## config.mk

```make
export PLATFORM = sky130hd
export DESIGN_NAME = per_axis_kalman_filter
export DESIGN_NICKNAME = d
export VERILOG_FILES = /design/src/sv/pakf_pkg.sv /design/src/sv/pakf_divider.sv /design/src/sv/per_axis_kalman_filter.sv
export SDC_FILE = /design/constraint.sdc
export NUM_CORES = 2
export LEC_CHECK = 0
export BUFFER_PORTS_ARGS = -buffer_cell sky130_fd_sc_hd__clkbuf_2
export CORE_MARGIN = 3
export CORE_UTILIZATION = 30
export CTS_BUF_LIST = sky130_fd_sc_hd__clkbuf_4
export DETAILED_ROUTE_END_ITERATION = 6
export PLACE_DENSITY = 0.45
export SLEW_MARGIN = 0
export SYNTH_ARGS = -nofsm -noshare
export SYNTH_HDL_FRONTEND = slang
export SYNTH_SLANG_ARGS = --single-unit
```

## constraint.sdc

```tcl
create_clock -name aclk -period 15.75 [get_ports aclk]
set_input_delay 4.725 -clock aclk [delete_from_list [all_inputs] [get_ports aclk]]
set_output_delay 4.725 -clock aclk [all_outputs]
set_load 0.01 [all_outputs]
```

## src/sv/pakf_pkg.sv

```systemverilog
`timescale 1ns / 1ps
// ----------------------------------------------------------------------------
// Per-axis Kalman filter package
// Widths, reset values and register codes shared by the filter modules.
// ----------------------------------------------------------------------------
package pakf_pkg;

    localparam int DATA_W = 32;
    localparam int K_W    = 17;
    localparam int DIMS_W = 3;
    localparam int CH_W   = 2;
    localparam int ADDR_W = 4;
    localparam int MUL_A_W = K_W + 1;
    localparam int MUL_B_W = DATA_W + 1;
    localparam int PROD_W  = MUL_A_W + MUL_B_W;

    localparam logic [K_W-1:0]    ONE_Q16    = 17'h10000;
    localparam logic [DIMS_W-1:0] DIMS_RESET = 3'd3;
    localparam logic [DATA_W-1:0] Q_RESET    = 32'd655;
    localparam logic [DATA_W-1:0] R_RESET    = 32'd6554;
    localparam logic [DATA_W-1:0] VAR_RESET  = 32'h0001_0000;

    typedef enum logic [1:0] {
        REG_DIMS   = 2'd0,
        REG_QNOISE = 2'd1,
        REG_RNOISE = 2'd2
    } reg_idx_t;

endpackage

```

## src/sv/pakf_divider.sv

```systemverilog
`timescale 1ns / 1ps
// ----------------------------------------------------------------------------
// Per-axis Kalman filter gain divider
// Restoring divider that forms the Q16.16 gain p' * 2^16 / den, one
// quotient bit per cycle, for a dividend that never exceeds the divisor.
// ----------------------------------------------------------------------------
module pakf_divider (
    input  logic                          aclk,
    input  logic                          aresetn,
    input  logic                          start,
    input  logic [pakf_pkg::DATA_W-1:0]   dividend,
    input  logic [pakf_pkg::DATA_W-1:0]   divisor,
    output logic                          done,
    output logic [pakf_pkg::K_W-1:0]      quotient
);

    localparam int STEP_W = $clog2(pakf_pkg::K_W + 1);

    logic                          busy_reg;
    logic                          done_reg;
    logic [STEP_W-1:0]             cnt_reg;
    logic [pakf_pkg::DATA_W:0]     rem_reg;
    logic [pakf_pkg::DATA_W-1:0]   div_reg;
    logic [pakf_pkg::K_W-1:0]      quot_reg;

    logic                          rem_ge;
    logic [pakf_pkg::DATA_W:0]     rem_sub;
    logic [pakf_pkg::DATA_W:0]     rem_keep;

    assign rem_ge   = rem_reg >= {1'b0, div_reg};
    assign rem_sub  = rem_reg - {1'b0, div_reg};
    assign rem_keep = rem_ge ? rem_sub : rem_reg;

    always_ff @(posedge aclk) begin
        if (!aresetn) begin
            busy_reg <= 1'b0;
            done_reg <= 1'b0;
            cnt_reg  <= '0;
        end else begin
            done_reg <= busy_reg && !start && (cnt_reg == STEP_W'(1));
            if (start) begin
                busy_reg <= 1'b1;
                cnt_reg  <= STEP_W'(pakf_pkg::K_W);
                rem_reg  <= {1'b0, dividend};
                div_reg  <= divisor;
                quot_reg <= '0;
            end else if (busy_reg) begin
                rem_reg  <= {rem_keep[pakf_pkg::DATA_W-1:0], 1'b0};
                quot_reg <= {quot_reg[pakf_pkg::K_W-2:0], rem_ge};
                cnt_reg  <= cnt_reg - STEP_W'(1);
                if (cnt_reg == STEP_W'(1)) begin
                    busy_reg <= 1'b0;
                end
            end
        end
    end

    assign done     = done_reg;
    assign quotient = quot_reg;

endmodule

```

## src/sv/per_axis_kalman_filter.sv

```systemverilog
`timescale 1ns / 1ps
// ----------------------------------------------------------------------------
// Per-axis Kalman filter
// Scalar random-walk Kalman filter per axis in Q16.16, one measurement a beat.
//
//   Channel  Direction  Handshake        Payload
//   s_       in         s_valid/s_ready  s_channel, s_measurement, s_vector_count
//   m_       out        m_valid/m_ready  m_channel_out, m_estimate, m_rejected
//   APB      in         psel/penable     paddr, pwdata, prdata
//
// An accepted beat is worked through in full before the next beat can be taken;
// it waits on the gain divider, which runs 17 quotient steps. A beat whose
// denominator is zero skips the division; a rejected beat goes straight to the
// final step. One shared multiplier forms both the estimate and the variance
// products. Reset restores the registers, zeroes every estimate and sets every
// variance to 1.0. A result waiting on m_ready holds the block in its final step.
// ----------------------------------------------------------------------------
module per_axis_kalman_filter #(
    parameter int MAX_AXES = 4
) (
    input  logic                              aclk,
    input  logic                              aresetn,
    input  logic                              s_valid,
    output logic                              s_ready,
    input  logic [pakf_pkg::CH_W-1:0]         s_channel,
    input  logic signed [pakf_pkg::DATA_W-1:0] s_measurement,
    input  logic [pakf_pkg::DIMS_W-1:0]       s_vector_count,
    output logic                              m_valid,
    input  logic                              m_ready,
    output logic [pakf_pkg::CH_W-1:0]         m_channel_out,
    output logic signed [pakf_pkg::DATA_W-1:0] m_estimate,
    output logic                              m_rejected,
    input  logic                              psel,
    input  logic                              penable,
    input  logic                              pwrite,
    input  logic [pakf_pkg::ADDR_W-1:0]       paddr,
    input  logic [pakf_pkg::DATA_W-1:0]       pwdata,
    output logic [pakf_pkg::DATA_W-1:0]       prdata,
    output logic                              pready
);

    localparam int AXIS_W = (MAX_AXES > 1) ? $clog2(MAX_AXES) : 1;
    localparam int DW     = pakf_pkg::DATA_W;
    localparam int KW     = pakf_pkg::K_W;
    localparam int PW     = pakf_pkg::PROD_W;

    typedef enum logic [3:0] {
        ST_IDLE,
        ST_PRED,
        ST_DEN,
        ST_DIV,
        ST_DIFF,
        ST_MULX,
        ST_UPDX,
        ST_MULP,
        ST_UPDP,
        ST_DONE
    } state_t;

    state_t                      state_reg;
    logic [pakf_pkg::DIMS_W-1:0] dims_reg;
    logic [DW-1:0]               q_reg;
    logic [DW-1:0]               r_reg;

    logic signed [DW-1:0]        est_reg [MAX_AXES];
    logic [DW-1:0]               var_reg [MAX_AXES];

    logic [pakf_pkg::CH_W-1:0]   ch_reg;
    logic [DW-1:0]               z_reg;
    logic                        rej_reg;
    logic [DW-1:0]               pp_reg;
    logic [KW-1:0]               k_reg;
    logic [DW:0]                 d_reg;
    logic signed [PW-1:0]        prod_reg;
    logic [DW-1:0]               xn_reg;
    logic                        div_start_reg;

    logic                        m_valid_reg;
    logic [pakf_pkg::CH_W-1:0]   m_channel_reg;
    logic [DW-1:0]               m_estimate_reg;
    logic                        m_rejected_reg;

    logic [AXIS_W-1:0]           idx;
    logic [DW-1:0]               p_cur;
    logic [DW-1:0]               x_cur;
    logic [DW:0]                 sum_pq;
    logic [DW-1:0]               pp_sat;
    logic [DW:0]                 sum_den;
    logic [DW-1:0]               den_sat;
    logic [DW:0]                 diff_next;
    logic signed [pakf_pkg::MUL_A_W-1:0] mul_a;
    logic signed [pakf_pkg::MUL_B_W-1:0] mul_b;
    logic signed [PW-1:0]        mul_p;
    logic signed [PW-1:0]        rnd_sum;
    logic [PW-17:0]              rnd_x;
    logic [DW+3:0]               xn_wide;
    logic [DW-1:0]               xn_sat;
    logic [DW-1:0]               pn;
    logic                        in_bad;
    logic                        div_done;
    logic [KW-1:0]               div_quot;
    logic                        cfg_write;

    pakf_divider u_divider (
        .aclk     (aclk),
        .aresetn  (aresetn),
        .start    (div_start_reg),
        .dividend (pp_reg),
        .divisor  (den_sat),
        .done     (div_done),
        .quotient (div_quot)
    );

    assign idx   = AXIS_W'(ch_reg);
    assign p_cur = var_reg[idx];
    assign x_cur = est_reg[idx];

    assign sum_pq  = {1'b0, p_cur} + {1'b0, q_reg};
    assign pp_sat  = sum_pq[DW] ? {DW{1'b1}} : sum_pq[DW-1:0];
    assign sum_den = {1'b0, pp_reg} + {1'b0, r_reg};
    assign den_sat = sum_den[DW] ? {DW{1'b1}} : sum_den[DW-1:0];

    assign diff_next = {z_reg[DW-1], z_reg} - {x_cur[DW-1], x_cur};

    always_comb begin
        case (state_reg)
            ST_MULX: begin
                mul_a = $signed({1'b0, k_reg});
                mul_b = $signed(d_reg);
            end
            default: begin
                mul_a = $signed({1'b0, pakf_pkg::ONE_Q16 - k_reg});
                mul_b = $signed({1'b0, pp_reg});
            end
        endcase
    end

    assign mul_p   = mul_a * mul_b;
    assign rnd_sum = prod_reg + PW'(32768);
    assign rnd_x   = rnd_sum[PW-1:16];
    assign xn_wide = {{4{x_cur[DW-1]}}, x_cur} + {rnd_x[PW-17], rnd_x};
    assign pn      = rnd_sum[DW+15:16];

    always_comb begin
        if (xn_wide[DW+3:DW-1] == '0 || xn_wide[DW+3:DW-1] == '1) begin
            xn_sat = xn_wide[DW-1:0];
        end else if (xn_wide[DW+3]) begin
            xn_sat = {1'b1, {(DW-1){1'b0}}};
        end else begin
            xn_sat = {1'b0, {(DW-1){1'b1}}};
        end
    end

    assign in_bad = (s_vector_count != dims_reg)
                 || ({1'b0, s_channel} >= dims_reg)
                 || (32'(s_channel) >= 32'(MAX_AXES));

    always_ff @(posedge aclk) begin
        if (!aresetn) begin
            state_reg     <= ST_IDLE;
            m_valid_reg   <= 1'b0;
            div_start_reg <= 1'b0;
            for (int i = 0; i < MAX_AXES; i++) begin
                est_reg[i] <= '0;
                var_reg[i] <= pakf_pkg::VAR_RESET;
            end
        end else begin
            div_start_reg <= (state_reg == ST_DEN) && (den_sat != '0);
            if (state_reg == ST_DONE && (!m_valid_reg || m_ready)) begin
                m_valid_reg <= 1'b1;
            end else if (m_ready) begin
                m_valid_reg <= 1'b0;
            end
            case (state_reg)
                ST_IDLE: begin
                    if (s_valid) begin
                        ch_reg  <= s_channel;
                        z_reg   <= s_measurement;
                        rej_reg <= in_bad;
                        state_reg <= in_bad ? ST_DONE : ST_PRED;
                    end
                end
                ST_PRED: begin
                    pp_reg    <= pp_sat;
                    state_reg <= ST_DEN;
                end
                ST_DEN: begin
                    if (den_sat == '0) begin
                        k_reg     <= '0;
                        state_reg <= ST_DIFF;
                    end else begin
                        state_reg <= ST_DIV;
                    end
                end
                ST_DIV: begin
                    if (div_done) begin
                        k_reg     <= div_quot;
                        state_reg <= ST_DIFF;
                    end
                end
                ST_DIFF: begin
                    d_reg     <= diff_next;
                    state_reg <= ST_MULX;
                end
                ST_MULX: begin
                    prod_reg  <= mul_p;
                    state_reg <= ST_UPDX;
                end
                ST_UPDX: begin
                    est_reg[idx] <= xn_sat;
                    xn_reg       <= xn_sat;
                    state_reg    <= ST_MULP;
                end
                ST_MULP: begin
                    prod_reg  <= mul_p;
                    state_reg <= ST_UPDP;
                end
                ST_UPDP: begin
                    var_reg[idx] <= pn;
                    state_reg    <= ST_DONE;
                end
                ST_DONE: begin
                    if (!m_valid_reg || m_ready) begin
                        m_channel_reg  <= ch_reg;
                        m_estimate_reg <= rej_reg ? '0 : xn_reg;
                        m_rejected_reg <= rej_reg;
                        state_reg      <= ST_IDLE;
                    end
                end
                default: begin
                    state_reg <= ST_IDLE;
                end
            endcase
        end
    end

    assign cfg_write = psel && penable && pwrite;

    always_ff @(posedge aclk) begin
        if (!aresetn) begin
            dims_reg <= pakf_pkg::DIMS_RESET;
            q_reg    <= pakf_pkg::Q_RESET;
            r_reg    <= pakf_pkg::R_RESET;
        end else if (cfg_write) begin
            case (pakf_pkg::reg_idx_t'(paddr[3:2]))
                pakf_pkg::REG_DIMS:   dims_reg <= pwdata[pakf_pkg::DIMS_W-1:0];
                pakf_pkg::REG_QNOISE: q_reg    <= pwdata;
                pakf_pkg::REG_RNOISE: r_reg    <= pwdata;
                default: begin
                end
            endcase
        end
    end

    always_comb begin
        case (pakf_pkg::reg_idx_t'(paddr[3:2]))
            pakf_pkg::REG_DIMS:   prdata = {{(DW-pakf_pkg::DIMS_W){1'b0}}, dims_reg};
            pakf_pkg::REG_QNOISE: prdata = q_reg;
            pakf_pkg::REG_RNOISE: prdata = r_reg;
            default:              prdata = '0;
        endcase
    end

    assign pready        = 1'b1;
    assign s_ready       = (state_reg == ST_IDLE);
    assign m_valid       = m_valid_reg;
    assign m_channel_out = m_channel_reg;
    assign m_estimate    = m_estimate_reg;
    assign m_rejected    = m_rejected_reg;

endmodule

```

# After elaboration in Yosys (flattened, before gate mapping)
# Memory sizes are Yosys's and may differ from the RTL's. A register that Yosys moved wholly into a read port is not among the register bits.
# Cells that the tools add are included.
[word_totals]
ff_bits = 397
latchBits = 0
mem_bits_rw = 256
romBits = 0
in_bits = 80
out_inout_bits = 70
wordCells = 134
memories = 2
[memory_table]
columns = ["memory", "depth", "word_bits", "rd", "rd_clocked_by_memory_dff", "wr", "line", "rtl"]
rows = [
  ["est_reg", 4, 32, 1, 1, 4, "per_axis_kalman_filter.sv:65", "logic signed [DW-1:0] est_reg [MAX_AXES];"],
  ["var_reg", 4, 32, 1, 1, 4, "per_axis_kalman_filter.sv:66", "logic [DW-1:0] var_reg [MAX_AXES];"],
]
[classes]
addsub = 8
n_mul = 1
div_mod_pow = 0
n_lt_le_gt_ge = 2
eq_ne = 18
n_shift = 0
n_mux = 41
bitwise = 1
n_reduce_logical = 36
[op_table]
columns = ["cell", "count"]
rows = [
  ["2-to-1 mux 32 bit", 7],
  ["case mux 32 bit (3 select lines)", 1],
  ["2-to-1 mux 17 bit", 4],
  ["adder 32 x 32 -> 33 bit", 2],
  ["2-to-1 mux 33 bit", 2],
  ["OR reduction 32 bit", 2],
  ["adder 51 x 17 -> 51 bit (second input constant)", 1],
  ["multiplier 18 x 33 -> 51 bit", 1],
  ["case mux 4 bit (10 select lines)", 1],
  ["adder 32 x 35 -> 36 bit", 1],
  ["case mux 17 bit (2 select lines)", 1],
  [">= comparator 33 x 32 -> 1 bit", 1],
  ["subtractor 32 x 32 -> 33 bit", 1],
  ["zero test 32 bit", 1],
  ["nonzero test 32 bit", 1],
  ["subtractor 32 bit", 1],
  ["AND reduction 2 bit", 9],
  ["subtractor 17 bit (first input constant)", 1],
  ["equality test 4 x 3 -> 1 bit (second input constant)", 4],
  ["2-to-1 mux 4 bit", 4],
  ["2-to-1 mux 1 bit", 14],
  ["2-to-1 mux 5 bit", 2],
  ["AND reduction 3 bit", 3],
  ["equality test 4 x 2 -> 1 bit (second input constant)", 2],
  ["23 further kinds", 40],
]

# Longest topological paths before layout
[logic_depth]
depth_word = 6
depth_mapped = 35
depth_no_buf = 32

# By module
# From an unflattened synthesis, not the netlist that was laid out.
[unflattened]
hier_cells = 5344
hier_area_um2 = 53790.3
[by_module_without_submodules]
columns = ["mod", "n_inst", "cells_each", "area_each_um2", "seq_area_each_um2"]
rows = [
  ["per_axis_kalman_filter", 1, 4795, 48078.6, 15795.1],
  ["pakf_divider", 1, 549, 5711.7, 2602.5],
]

# Worst setup path after synthesis
# OpenSTA, ideal clock, no wires.
[synth_path]
path_type = "input port to output port"
from = "input paddr[2] in the netlist's numbering"
to = "output prdata[21] in the netlist's numbering"
arrival_time_ps = 6012
required_time_ps = 11025
setup_slack_ps = 5013
stages = 5
n_path_buf = 3
cell_sequence = "clkbuf_1 > nor2b_1 > clkbuf_1 > clkbuf_1 > a22o_1"
[synth_via]
elab_chain_len = 2
word_cells_on_any_way = 4
classes_between = "2 x eq/ne; 1 x mux; 1 x reduce/logical"
[synth_rtl]
columns = ["element", "line", "rtl"]
rows = [
  ["start, declared", "per_axis_kalman_filter.sv:36", "input logic [pakf_pkg::ADDR_W-1:0] paddr,"],
  ["equality test 2 bit, or another cell as far along", "per_axis_kalman_filter.sv:256", "case (pakf_pkg::reg_idx_t'(paddr[3:2]))"],
  ["case mux 32 bit (3 select lines) (*)", "per_axis_kalman_filter.sv:256", ""],
  ["end, declared", "per_axis_kalman_filter.sv:38", "output logic [pakf_pkg::DATA_W-1:0] prdata,"],
]
# Every way passes the cells marked *; elsewhere a longest branch is shown, timed or not.

# Worst setup path in the final report
[layout_path]
from = "input paddr[2] in the netlist's numbering"
to = "output prdata[25] in the netlist's numbering"
# Same word-level chain as after synthesis.

==> flow_summary.toml <==
[synth]
synth_edf_count = 558
synth.avg_cell_area_sq_um = 9.939
synth_async_sr_flop_share_pct = 0
synth_fp_nets = 6263
synth-simple-area-share_pct = 14.70
synth_top_family_by_area = "adder cells"
syn_area_sq_um = 53250
synth_warnings = 0
synthAdderAreaFrac_pct = 26.98
yosysUniqueCellTypes = 90
synth_seq_cells = 640
ys_seq_area_share_pct = 34.55
ys.flop_type = "edfxtp_1"
synth-xor-area-share_pct = 3.618
synth_compound_area_share_pct = 9.050
synth.mux.area_fraction_pct = 3.989
syn_inst = 5358

[final_layout]
drive_gt1_share_pct = 11.69
final_nets = 6452
syn_to_final_growth_pct = 11.22
num-fill-cells = 18230

[clocking]
clock_latency_ns = 1.18
cts_made_buffers = 178
cts_resized = 0
htreeDepth = 4
clk_path_buf_depth = 3
cts.sinks = 640
clkTransAtPathRegs_ns = 0.06
postCtsHoldBufs = 0
clockRootBuffer = "clkbuf_4"
cts_setup_buffers = 0
cts_tree = "done"

[worst_setup_path]
cpMaxStageDelayCell = "buf_4"
crit_top_cell = "clkbuf_2"
path_cells = "clkbuf_2 > nor2b_2 > buf_4 > a22o_1 > clkbuf_2"
arrival_ns = 5.96
critPathKind = "input port to output port"
cp_num_buf_inv = 3
cpLargestDelayFamily = "buffers and inverters"
cp-start-kind = "input port"
cpPeakStageDelay_ns = 0.35
critPathMaxFanout = 30
required_ns = 11.03
end_kind = "output port"

[placement]
gp_congestion = 0.8705
dp.final_hpwl_mm = 128.8
port_buffers = 146

[timing]
worstMarginPinSlew_ns = 1.223
rsz0062_at_grt = "no"
max_freq_mhz = 93.55
min_period_ns = 10.69
drv_slew = 0
skew_ns = 0.08458
hold_violations = 0
post-route-period-util_pct = 67.87
slew_headroom_pct = 17.90
setup_viol = 0
fin_tns_setup_ns = 0

[route]
wl_per_cell_microns = 21.11
drc_errors = 0
dr_wl_met3_mm = 8.027
ant_nets = 0
avgViaCountPerCell = 4.819
drtIter0Drc = 2559
drt_pass1_iterations = 5
drt-total-wl_mm = 169.3
wl_met1_mm = 75.50
vias = 38650
wl_met2_mm = 78.44
routed.top_layer = "met4"

[die]
die_w_microns = 427.3
top_level_ports = 150
rows = 154
start_util_pct = 30.21
coreArea_sq_um = 176300
die-height_microns = 427.3
die_area_sq_um = 182600

[global_routing]
grt_max_degree = 81
gr-total-overflow = 0
grt_pass1_vias = 40570
antenna_found_initial = 4
grt_usage_pct = 18.85
grt_pass1_wl_mm = 257.2

[outcome]
status = "completed"

[min_path]
min_path_type = "register to register"

[run]
cap_violations = 0
layer usage:
metal / track usage [%] / vias to the layer above
met4: 8.124 / 0
met1: 25.03 / 19370
li1: - / 18080
met5: 0 / -
met3: 3.005 / 240
met2: 30.39 / 965
logic make-up (layout without fill, tap and decap cells):
kind of cell | count (synthesis) | after routing
adder cells (fa/ha/maj) | 825 | 825
flip-flops | 640 | 640
buffers and inverters | 1004 | 1319
multiplexers | 129 | 129
other | 1 | 8
AO/OA/AOI/OAI | 729 | 729
AND/OR/NAND/NOR | 1810 | 1810
XOR/XNOR | 220 | 220
area by class of cell:
cell class | count | area [sq um] | area share [%]
clock buffer | 250 | 1877 | 3.169
sequential | 640 | 18400 | 31.07
antenna | 7 | 17.52 | 0.02958
timing repair buffer | 216 | 1256 | 2.121
multi-input combinational | 3714 | 31310 | 52.87
clock inverter | 56 | 440.4 | 0.7436
tap | 2340 | 2928 | 4.943
inverter | 797 | 2992 | 5.051
Yosys cell counts (5+ instances only):
library cell	n	share of area, %
a211oi_1	13	0.18
or2_2	14	0.16
a21boi_0	57	0.80
mux4_2	64	2.7
nand3b_1	6	0.085
o21bai_1	21	0.30
a31oi_1	22	0.26
a21oi_1	215	2.0
o21a_1	42	0.59
o31ai_1	7	0.099
and4_1	5	0.082
mux2i_1	39	0.73
nand2_1	784	5.5
o21ai_1	7	0.066
o21ai_0	122	1.1
or3_1	21	0.25
fa_1	539	20
a2111oi_0	6	0.099
o31a_1	9	0.15
edfxtp_1	558	31
nand2b_1	32	0.38
nor3b_1	15	0.21
buf_1	8	0.056
xor2_1	84	1.4
a31o_2	12	0.20
nand4_1	30	0.35
and3_1	35	0.41
a21o_1	91	1.3
mux2_2	26	0.55
ha_1	286	6.7
clkbuf_1	194	1.4
inv_1	797	5.6
a22o_1	30	0.49
nor2_1	593	4.2
xnor2_1	136	2.2
o211ai_1	14	0.20
nor3_1	47	0.44
dfxtp_1	82	3.1
and2_1	47	0.55
nand3_1	63	0.59
nor4_1	9	0.11
nor2b_1	89	1.0
layout by cell type (no fill, tap or decap), drive strengths merged, types with 47 or more instances in the layout:
cell type and instances:
a21boi 58, and2 48, a21oi 215, o21ai 129
nand3 63, nor3 47, nor2b 89, edfxtp 558
xnor2 136, inv 803, ha 286, dfxtp 82
a21o 92, xor2 84, mux4 64, clkbuf 395
fa 539, nor2 593, nand2 784, buf 71
metrics by stage:
step | util [%] | instances | hold WS [ns] | setup WS (ns) | area, sq um
3_5_place_dp | 32.27 | 7707 | 0.4921 | 5.081 | 56890
6_report | 33.59 | 8020 | 0.5007 | 5.060 | 59230
3_3_place_gp | 32.27 | 7707 | 0.4927 | 5.101 | 56890
4_1_cts | 33.58 | 8013 | 0.5028 | 5.082 | 59210
2_1_floorplan | - | 5358 | 0.4606 | 5.013 | 53250
5_1_grt | 33.59 | 8017 | 0.5254 | 5.018 | 59220
path summary, 6_finish.rpt:
check | start | end | depth (start not counted) | slack [ns]
setup / recovery | paddr[2] | prdata[25] | 5 | 5.06
hold / removal | r_reg[16] | r_reg[16] | 2 | 0.50
setup reg to reg | state_reg[0] | prod_reg[44] | 29 | 5.58
hold reg to reg | r_reg[16] | r_reg[16] | 2 | 0.50
worst register-to-register path, delay by kind of cell (launching register included):
family                     cells  cell delay (ns)
adders and majority gates      7             3.33
xor gates and xnor gates       1             0.72
AOI/OAI and AO/OA             10             3.18
buffers and inverters          6             1.15
and+or+nand+nor                5             0.90
DFF                            1             0.61
Power is left out: the tool's default activity adds up to more than one toggle a clock period on the data nets, which glitch-free logic cannot reach.
